File: src/hw/rtl/dhld_pkg.sv
// Package for the dual-header length deframer.
// Shared result type, phase encoding and header constants; no dependencies.
package dhld_pkg;

    // Frame parser phase
    typedef enum logic [1:0] {
        PH_HUNT    = 2'd0,
        PH_HEADER  = 2'd1,
        PH_PAYLOAD = 2'd2
    } phase_t;

    // Header style codes
    localparam logic STYLE_SHORT = 1'b0;  // four-byte header, 16-bit length
    localparam logic STYLE_LONG  = 1'b1;  // five-byte header, 32-bit length

    // Header opener limits
    localparam logic [7:0] SHORT_OPEN_MIN = 8'h80;
    localparam logic [7:0] LONG_OPEN_MAX  = 8'h05;

    // Header byte positions
    localparam logic [2:0] HPOS_FIRST  = 3'd1;
    localparam logic [2:0] HPOS_LEN0   = 3'd2;
    localparam logic [2:0] HPOS_LEN1   = 3'd3;
    localparam logic [2:0] HPOS_LONG_LAST = 3'd4;

    // Output buffer depth
    localparam int OBUF_DEPTH = 2;

    // One deframed result
    typedef struct packed {
        logic [7:0] payload_byte;
        logic       frame_style;
        logic       first_of_frame;
        logic       last_of_frame;
        logic       empty_frame;
    } result_t;

endpackage

File: src/hw/rtl/dual_header_length_deframer.sv
// Top level of the dual-header length deframer.
// Depends on dhld_pkg, dhld_parse and dhld_obuf.
//
//  channel   direction  tdata               tuser                              tlast
//  s_axis    in         [7:0] data_byte     -                                  -
//  m_axis    out        [7:0] payload_byte  [0] style [1] first [2] empty      last_of_frame
//
// One byte is taken per cycle while s_axis_tready is high; a taken byte passes the input register,
// then its result is registered in the result buffer before it appears on m_axis.
// The parser does all of its work for a byte between the input register and the buffer.
// Reset clears the parser to hunting and empties both stages.
// When m_axis stalls, up to two results are held and one more byte waits in the input
// register before s_axis_tready drops.
module dual_header_length_deframer
(
    input  logic        clk,
    input  logic        rst_n,
    input  logic        s_axis_tvalid,
    output logic        s_axis_tready,
    input  logic [7:0]  s_axis_tdata,   // [7:0] data_byte
    output logic        m_axis_tvalid,
    input  logic        m_axis_tready,
    output logic [7:0]  m_axis_tdata,   // [7:0] payload_byte
    output logic [2:0]  m_axis_tuser,   // [0] frame_style, [1] first_of_frame, [2] empty_frame
    output logic        m_axis_tlast
);
    import dhld_pkg::*;

    logic        in_valid_reg;
    logic [7:0]  in_byte_reg;
    logic        step;
    logic        has_space;
    logic        res_valid;
    result_t     res;
    result_t     out_res;

    assign step          = in_valid_reg && has_space;
    assign s_axis_tready = !in_valid_reg || step;

    // Input register
    always_ff @(posedge clk or negedge rst_n)
    begin
        if (!rst_n)
            in_valid_reg <= 1'b0;
        else if (s_axis_tready)
            in_valid_reg <= s_axis_tvalid;
    end

    always_ff @(posedge clk)
    begin
        if (s_axis_tvalid && s_axis_tready)
            in_byte_reg <= s_axis_tdata;
    end

    // Frame parser
    dhld_parse u_parse
    (
        .clk       (clk),
        .rst_n     (rst_n),
        .step      (step),
        .data_byte (in_byte_reg),
        .res_valid (res_valid),
        .res       (res)
    );

    // Result buffer
    dhld_obuf u_obuf
    (
        .clk       (clk),
        .rst_n     (rst_n),
        .push      (res_valid),
        .push_data (res),
        .has_space (has_space),
        .out_valid (m_axis_tvalid),
        .out_ready (m_axis_tready),
        .out_data  (out_res)
    );

    // Output packing
    assign m_axis_tdata = out_res.payload_byte;
    assign m_axis_tuser = {out_res.empty_frame, out_res.first_of_frame, out_res.frame_style};
    assign m_axis_tlast = out_res.last_of_frame;

endmodule

File: src/hw/rtl/dhld_parse.sv
// Frame parser: header hunt, length capture and payload count.
// Depends on dhld_pkg. Advances one byte whenever step is high.
module dhld_parse
(
    input  logic               clk,
    input  logic               rst_n,
    input  logic               step,
    input  logic [7:0]         data_byte,
    output logic               res_valid,
    output dhld_pkg::result_t  res
);
    import dhld_pkg::*;

    phase_t       phase_reg, phase_next;
    logic [2:0]   hpos_reg, hpos_next;
    logic         style_reg, style_next;
    logic [31:0]  len_reg, len_next;
    logic [31:0]  remain_reg, remain_next;
    logic         first_reg, first_next;

    // Header decode shared by both combinational blocks
    logic         hdr_done;
    logic [31:0]  len_upd;
    logic         is_short_open;
    logic         is_long_open;
    logic         last_payload;

    assign is_short_open = (data_byte >= SHORT_OPEN_MIN);
    assign is_long_open  = (data_byte <= LONG_OPEN_MAX);
    assign last_payload  = (remain_reg <= 32'd1);

    // Length assembly for the current header byte
    always_comb
    begin
        len_upd  = len_reg;
        hdr_done = 1'b0;
        if (style_reg == STYLE_SHORT)
        begin
            if (hpos_reg == HPOS_LEN0)
            begin
                len_upd = {24'd0, data_byte};
            end
            else if (hpos_reg == HPOS_LEN1)
            begin
                len_upd  = len_reg | {16'd0, data_byte, 8'd0};
                hdr_done = 1'b1;
            end
        end
        else
        begin
            unique case (hpos_reg)
                3'd1:    len_upd = len_reg | {24'd0, data_byte};
                3'd2:    len_upd = len_reg | {16'd0, data_byte, 8'd0};
                3'd3:    len_upd = len_reg | {8'd0, data_byte, 16'd0};
                3'd4:    len_upd = len_reg | {data_byte, 24'd0};
                default: len_upd = len_reg;
            endcase
            hdr_done = (hpos_reg >= HPOS_LONG_LAST);
        end
    end

    // Next phase
    always_comb
    begin
        phase_next = phase_reg;
        unique case (phase_reg)
            PH_HEADER:
            begin
                if (hdr_done)
                    phase_next = (len_upd == 32'd0) ? PH_HUNT : PH_PAYLOAD;
            end
            PH_PAYLOAD:
            begin
                if (last_payload)
                    phase_next = PH_HUNT;
            end
            default:
            begin
                phase_next = (is_short_open || is_long_open) ? PH_HEADER : PH_HUNT;
            end
        endcase
    end

    // Datapath next values and result
    always_comb
    begin
        hpos_next   = hpos_reg;
        style_next  = style_reg;
        len_next    = len_reg;
        remain_next = remain_reg;
        first_next  = first_reg;
        res_valid   = 1'b0;
        res         = '{payload_byte: 8'd0, frame_style: style_reg,
                        first_of_frame: 1'b0, last_of_frame: 1'b0, empty_frame: 1'b0};
        unique case (phase_reg)
            PH_HEADER:
            begin
                len_next = len_upd;
                if (!hdr_done)
                begin
                    hpos_next = hpos_reg + 3'd1;
                end
                else
                begin
                    hpos_next = 3'd0;
                    if (len_upd == 32'd0)
                    begin
                        // zero-length frame: one empty marker result
                        res_valid          = 1'b1;
                        res.first_of_frame = 1'b1;
                        res.last_of_frame  = 1'b1;
                        res.empty_frame    = 1'b1;
                    end
                    else
                    begin
                        remain_next = len_upd;
                        first_next  = 1'b1;
                    end
                end
            end
            PH_PAYLOAD:
            begin
                res_valid          = 1'b1;
                res.payload_byte   = data_byte;
                res.first_of_frame = first_reg;
                res.last_of_frame  = last_payload;
                first_next         = 1'b0;
                if (remain_reg != 32'd0)
                    remain_next = remain_reg - 32'd1;
            end
            default:
            begin
                // hunting: open a header or drop the byte
                if (is_short_open || is_long_open)
                begin
                    style_next = is_short_open ? STYLE_SHORT : STYLE_LONG;
                    len_next   = 32'd0;
                    hpos_next  = HPOS_FIRST;
                end
            end
        endcase
        res_valid = res_valid & step;
    end

    // State registers
    always_ff @(posedge clk or negedge rst_n)
    begin
        if (!rst_n)
        begin
            phase_reg  <= PH_HUNT;
            hpos_reg   <= 3'd0;
            style_reg  <= 1'b0;
            len_reg    <= 32'd0;
            remain_reg <= 32'd0;
            first_reg  <= 1'b0;
        end
        else if (step)
        begin
            phase_reg  <= phase_next;
            hpos_reg   <= hpos_next;
            style_reg  <= style_next;
            len_reg    <= len_next;
            remain_reg <= remain_next;
            first_reg  <= first_next;
        end
    end

endmodule

File: src/hw/rtl/dhld_obuf.sv
// Two-entry result buffer between the parser and the output stream.
// Depends on dhld_pkg.
module dhld_obuf
(
    input  logic               clk,
    input  logic               rst_n,
    input  logic               push,
    input  dhld_pkg::result_t  push_data,
    output logic               has_space,
    output logic               out_valid,
    input  logic               out_ready,
    output dhld_pkg::result_t  out_data
);
    import dhld_pkg::*;

    localparam int CNT_W = $clog2(OBUF_DEPTH + 1);
    localparam int PTR_W = $clog2(OBUF_DEPTH);

    result_t           mem_reg [OBUF_DEPTH];
    logic [PTR_W-1:0]  wr_ptr_reg, wr_ptr_next;
    logic [PTR_W-1:0]  rd_ptr_reg, rd_ptr_next;
    logic [CNT_W-1:0]  count_reg, count_next;
    logic              pop;

    assign pop       = out_valid && out_ready;
    assign out_valid = (count_reg != '0);
    assign has_space = (count_reg < CNT_W'(OBUF_DEPTH));
    assign out_data  = mem_reg[rd_ptr_reg];

    // Pointer and fill updates
    always_comb
    begin
        wr_ptr_next = push ? PTR_W'(wr_ptr_reg + 1'b1) : wr_ptr_reg;
        rd_ptr_next = pop  ? PTR_W'(rd_ptr_reg + 1'b1) : rd_ptr_reg;
        count_next  = count_reg + CNT_W'(push) - CNT_W'(pop);
    end

    // Control registers
    always_ff @(posedge clk or negedge rst_n)
    begin
        if (!rst_n)
        begin
            wr_ptr_reg <= '0;
            rd_ptr_reg <= '0;
            count_reg  <= '0;
        end
        else
        begin
            wr_ptr_reg <= wr_ptr_next;
            rd_ptr_reg <= rd_ptr_next;
            count_reg  <= count_next;
        end
    end

    // Result storage
    always_ff @(posedge clk)
    begin
        if (push)
            mem_reg[wr_ptr_reg] <= push_data;
    end

endmodule

File: config.mk
export PLATFORM = sky130hd
export DESIGN_NAME = dual_header_length_deframer
export DESIGN_NICKNAME = d
export VERILOG_FILES = /design/src/hw/rtl/dhld_pkg.sv /design/src/hw/rtl/dual_header_length_deframer.sv /design/src/hw/rtl/dhld_parse.sv /design/src/hw/rtl/dhld_obuf.sv
export SDC_FILE = /design/constraint.sdc
export NUM_CORES = 1
export LEC_CHECK = 0
export ABC_AREA = 0
export BUFFER_PORTS_ARGS = -buffer_cell sky130_fd_sc_hd__buf_2
export CORE_ASPECT_RATIO = 1.1
export CORE_MARGIN = 1
export CORE_UTILIZATION = 62
export CTS_CLUSTER_DIAMETER = 60
export DETAILED_ROUTE_END_ITERATION = 10
export PLACE_DENSITY = 0.8
export SLEW_MARGIN = 5
export SYNTH_ARGS = -nofsm -noshare
export SYNTH_HDL_FRONTEND = slang
export SYNTH_SLANG_ARGS = --single-unit
File: constraint.sdc
create_clock -name clk -period 4.2 [get_ports clk]
set_clock_uncertainty 0.05 [all_clocks]
set_input_delay 0.84 -clock clk [delete_from_list [all_inputs] [get_ports clk]]
set_output_delay 0.84 -clock clk [all_outputs]
set_load 0.02 [all_outputs]
==> impl_metrics.py <==
metrics = {
    "status": {
        "status": "finished, final reports clean",
    },
    "layout": {
        "ff_latch_area_mm2": 0.00286,
        "antenna_cells": 0,
        "drive_gt1_frac": 0.151,
        "area_growth_pct": 7.36,
        "final_util": 0.699,
        "area_of_the_multi_input_gates_mm2": 0.00308,
        "final.fill_count": 760,
        "nets": 689,
        "mostFrequentLayoutCell": "sky130_fd_sc_hd__dfrtp_1",
        "most-common-layout-cells": "sky130_fd_sc_hd__dfrtp_1, sky130_fd_sc_hd__nand2_1, sky130_fd_sc_hd__a21oi_1, sky130_fd_sc_hd__nor2_1, sky130_fd_sc_hd__o21ai_0",
    },
    "die": {
        "std_cell_rows": 37,
        "placeableCoreArea_mm2": 0.00954,
        "die_w_um": 97.4,
        "die-area_mm2": 0.0104,
        "floorplan.initialDensity": 0.651,
        "die_h_um": 107,
        "ioPinCount": 26,
    },
    "power_and_ir_drop": {
        "cellLeakagePower_nw": 2.69,
        "vdd_ir_drop_max_mv": 0.319,
        "power_mw": 4.24,
        "power_per_cell_area_mw_per_mm2": 636,
    },
    "synthesis": {
        "synthesis.yosys.warnings": 0,
        "yosys-mux-area-fraction": 0.0270,
        "syn_area_mm2": 0.00620,
        "synth.net_count": 670,
        "seq_area_frac_synth": 0.461,
        "synth_top_flop_cell": "sky130_fd_sc_hd__dfrtp_1",
        "synth_top_family_by_area": "compound AO/OA/AOI/OAI gates",
        "postSynthCellCount": 646,
        "area_fraction_in_and_or_nand_and_nor_cells_after_synthesis": 0.212,
        "yosys.area_share.xor_xnor": 0.00565,
        "synth_compound_gate_area_share": 0.226,
        "synth-seq-cells": 108,
        "synth_enable_flop_cells": 32,
        "syn-mean-instance-area_um2": 9.60,
        "netlist-cell-type-count": 73,
        "synthAdderAreaFrac": 0.0242,
        "share_of_async_settable_or_async_resettable_flops_after_synthesis": 0.704,
    },
    "route": {
        "routed_wl_mm": 17.8,
        "drc": 0,
        "drt-vias-per-instance": 7.06,
        "drt_pre_antenna_iters": 7,
        "vias": 5554,
        "drtIter0Drc": 565,
        "drt-wirelength-per-cell_um": 22.6,
        "detail-route-antenna-nets": 0,
    },
    "clock_network": {
        "cts.htree.levels": 3,
        "cts_setup_buffers": 0,
        "clock_tree.root_cell": "sky130_fd_sc_hd__clkbuf_8",
        "tritoncts": "yes",
        "clk_path_buf_depth": 2,
        "postCtsHoldBufs": 0,
        "postCtsResizedCells": 0,
        "clk_pin_slew_ps": 100,
        "worst_skew_late_latency_ps": 380,
        "numCtsBuffers": 9,
        "cts.sink_count": 108,
    },
    "flow_run": {
        "timing.max_cap.violations": 0,
    },
    "sta": {
        "finalHoldViolCount": 0,
        "timing.final.max_slew_violations": 0,
        "rsz0062_at_grt": "false",
        "final.period_utilization": 0.960,
        "final_setup_violation_count": 0,
        "timing.setup.tns_ps": 0,
        "clock.fmax_mhz": 248,
        "worstMarginPinSlew_ps": 992,
        "maxSlewHeadroom": 0.339,
        "post_route_minimum_period_ps": 4030,
    },
    "worst_hold_path": {
        "hold_path_class": "register to register",
    },
    "grt": {
        "maximum_number_of_pins_on_one_net_before_global_route_repair": 77,
        "antenna_violations_before_repair": 0,
        "first_global_vias": 5288,
        "global_route.overflow_total": 0,
        "global_route.usage.total": 0.351,
        "grt_first_pass_wirelength_mm": 28.0,
    },
    "critical_path": {
        "cp_data_arrival_time_ps": 4290,
        "endpoint_kind": "register",
        "timing.critical_path.from_type": "register",
        "crit_required_ps": 4460,
        "critical_path_class": "register to register",
        "critical_path_fanouts_max": 11,
    },
    "placement": {
        "port_buf_inserts": 25,
        "place_hpwl_mm": 12.8,
        "finalWeightedCongestion": 0.960,
    },
}
==> power breakdown <==
group | switching, mW | internal, mW | total [mW]
Combinational | 1.24 | 0.748 | 1.99
Sequential | 0.312 | 1.33 | 1.65
Clock | 0.354 | 0.248 | 0.603
Total | 1.91 | 2.33 | 4.24
==> worst paths after layout <==
check	to	start	slack (ps)	cells past startpoint
worst max-delay path	u_obuf.count_reg[1]	u_parse.hpos_reg[0]	170	14
worst min-delay path	u_parse.len_reg[22]	u_parse.len_reg[22]	460	2
worst max register to register	u_obuf.count_reg[1]	u_parse.hpos_reg[0]	170	14
worst min register to register	u_parse.len_reg[22]	u_parse.len_reg[22]	460	2
max in group asynchronous	u_parse.remain_reg[8]	rst_n	2900	1
min in group asynchronous	u_parse.len_reg[30]	rst_n	570	1
==> Yosys cell counts (4+ instances only) <==
| master | n | area (um2) |
|---|---|---|
| sky130_fd_sc_hd__a21oi_1 | 53 | 265 |
| sky130_fd_sc_hd__nand3_1 | 10 | 50.1 |
| sky130_fd_sc_hd__nor2_1 | 47 | 176 |
| sky130_fd_sc_hd__o211ai_1 | 8 | 60.1 |
| sky130_fd_sc_hd__edfxtp_1 | 32 | 961 |
| sky130_fd_sc_hd__nand3b_1 | 4 | 30.0 |
| sky130_fd_sc_hd__o31ai_1 | 10 | 75.1 |
| sky130_fd_sc_hd__nand4_1 | 6 | 37.5 |
| sky130_fd_sc_hd__a211oi_1 | 7 | 52.6 |
| sky130_fd_sc_hd__a22o_1 | 20 | 175 |
| sky130_fd_sc_hd__inv_1 | 19 | 71.3 |
| sky130_fd_sc_hd__mux2_2 | 14 | 158 |
| sky130_fd_sc_hd__a31oi_1 | 9 | 56.3 |
| sky130_fd_sc_hd__and2_1 | 14 | 87.6 |
| sky130_fd_sc_hd__a221o_1 | 5 | 50.1 |
| sky130_fd_sc_hd__or3_1 | 11 | 68.8 |
| sky130_fd_sc_hd__nand2_1 | 62 | 233 |
| sky130_fd_sc_hd__nor3_1 | 22 | 110 |
| sky130_fd_sc_hd__nor3_2 | 6 | 60.1 |
| sky130_fd_sc_hd__a22oi_1 | 11 | 82.6 |
| sky130_fd_sc_hd__o21ai_0 | 34 | 170 |
| sky130_fd_sc_hd__nand2b_1 | 9 | 56.3 |
| sky130_fd_sc_hd__a21o_1 | 10 | 75.1 |
| sky130_fd_sc_hd__clkbuf_1 | 29 | 109 |
| sky130_fd_sc_hd__o41ai_1 | 5 | 43.8 |
| sky130_fd_sc_hd__o22ai_1 | 4 | 25.0 |
| sky130_fd_sc_hd__nor4_1 | 13 | 81.3 |
| sky130_fd_sc_hd__dfrtp_1 | 76 | 1900 |
| sky130_fd_sc_hd__or4_1 | 6 | 45.0 |
| sky130_fd_sc_hd__and3_1 | 10 | 62.6 |
| sky130_fd_sc_hd__ha_1 | 12 | 150 |
==> kinds of logic (layout without fill, tap and decap cells) <==
| family | count (synthesis) | in the layout |
|---|---|---|
| and+or+nand+nor | 243 | 243 |
| AOI/OAI and AO/OA | 204 | 204 |
| DFF | 108 | 108 |
| buffers and inverters | 60 | 84 |
| muxes | 15 | 15 |
| adders and majority gates | 12 | 12 |
| xor gates and xnor gates | 4 | 4 |
==> layer usage <==
metal  track usage  vias up  wire [um]
li1              -     2483          -
met1         0.463     2687       7210
met2         0.564      324       8330
met3        0.0613       60       1430
met4         0.169        0        809
met5             0        -          0
==> worst max-delay path, stage by stage, from the launching register on <==
cell                       delay [ps]
sky130_fd_sc_hd__dfrtp_1          390
sky130_fd_sc_hd__inv_1            100
sky130_fd_sc_hd__ha_1             340
sky130_fd_sc_hd__or4_1            480
sky130_fd_sc_hd__and4b_1          200
sky130_fd_sc_hd__a311oi_1         390
sky130_fd_sc_hd__and4bb_1         270
sky130_fd_sc_hd__nand4_1          200
sky130_fd_sc_hd__or3_1            480
sky130_fd_sc_hd__a21o_1           270
sky130_fd_sc_hd__ha_1             300
sky130_fd_sc_hd__inv_1             40
sky130_fd_sc_hd__ha_1             170
sky130_fd_sc_hd__xnor2_1          170
sky130_fd_sc_hd__xnor2_1          130
==> area by class of cell <==
type	count	area share
multi-input cells	478	0.463
flip-flops and latches	108	0.430
repair buffers	49	0.0481
clock buffers	12	0.0233
well taps	117	0.0220
inverters	19	0.0107
clock inverters	4	0.00357
==> per-stage QoR <==
step | instance area [um2] | worst slack (ps) | cells | hold slack (ps)
after global placement | 6480 | 327 | 771 | 426
after global routing | 6660 | 20.1 | 787 | 494
after CTS | 6660 | 202 | 787 | 453
final | 6660 | 169 | 787 | 457
after floorplan | 6200 | 326 | 646 | 400
after detailed placement | 6480 | 240 | 771 | 434
Note: power is estimated with default switching activity, not from simulation.
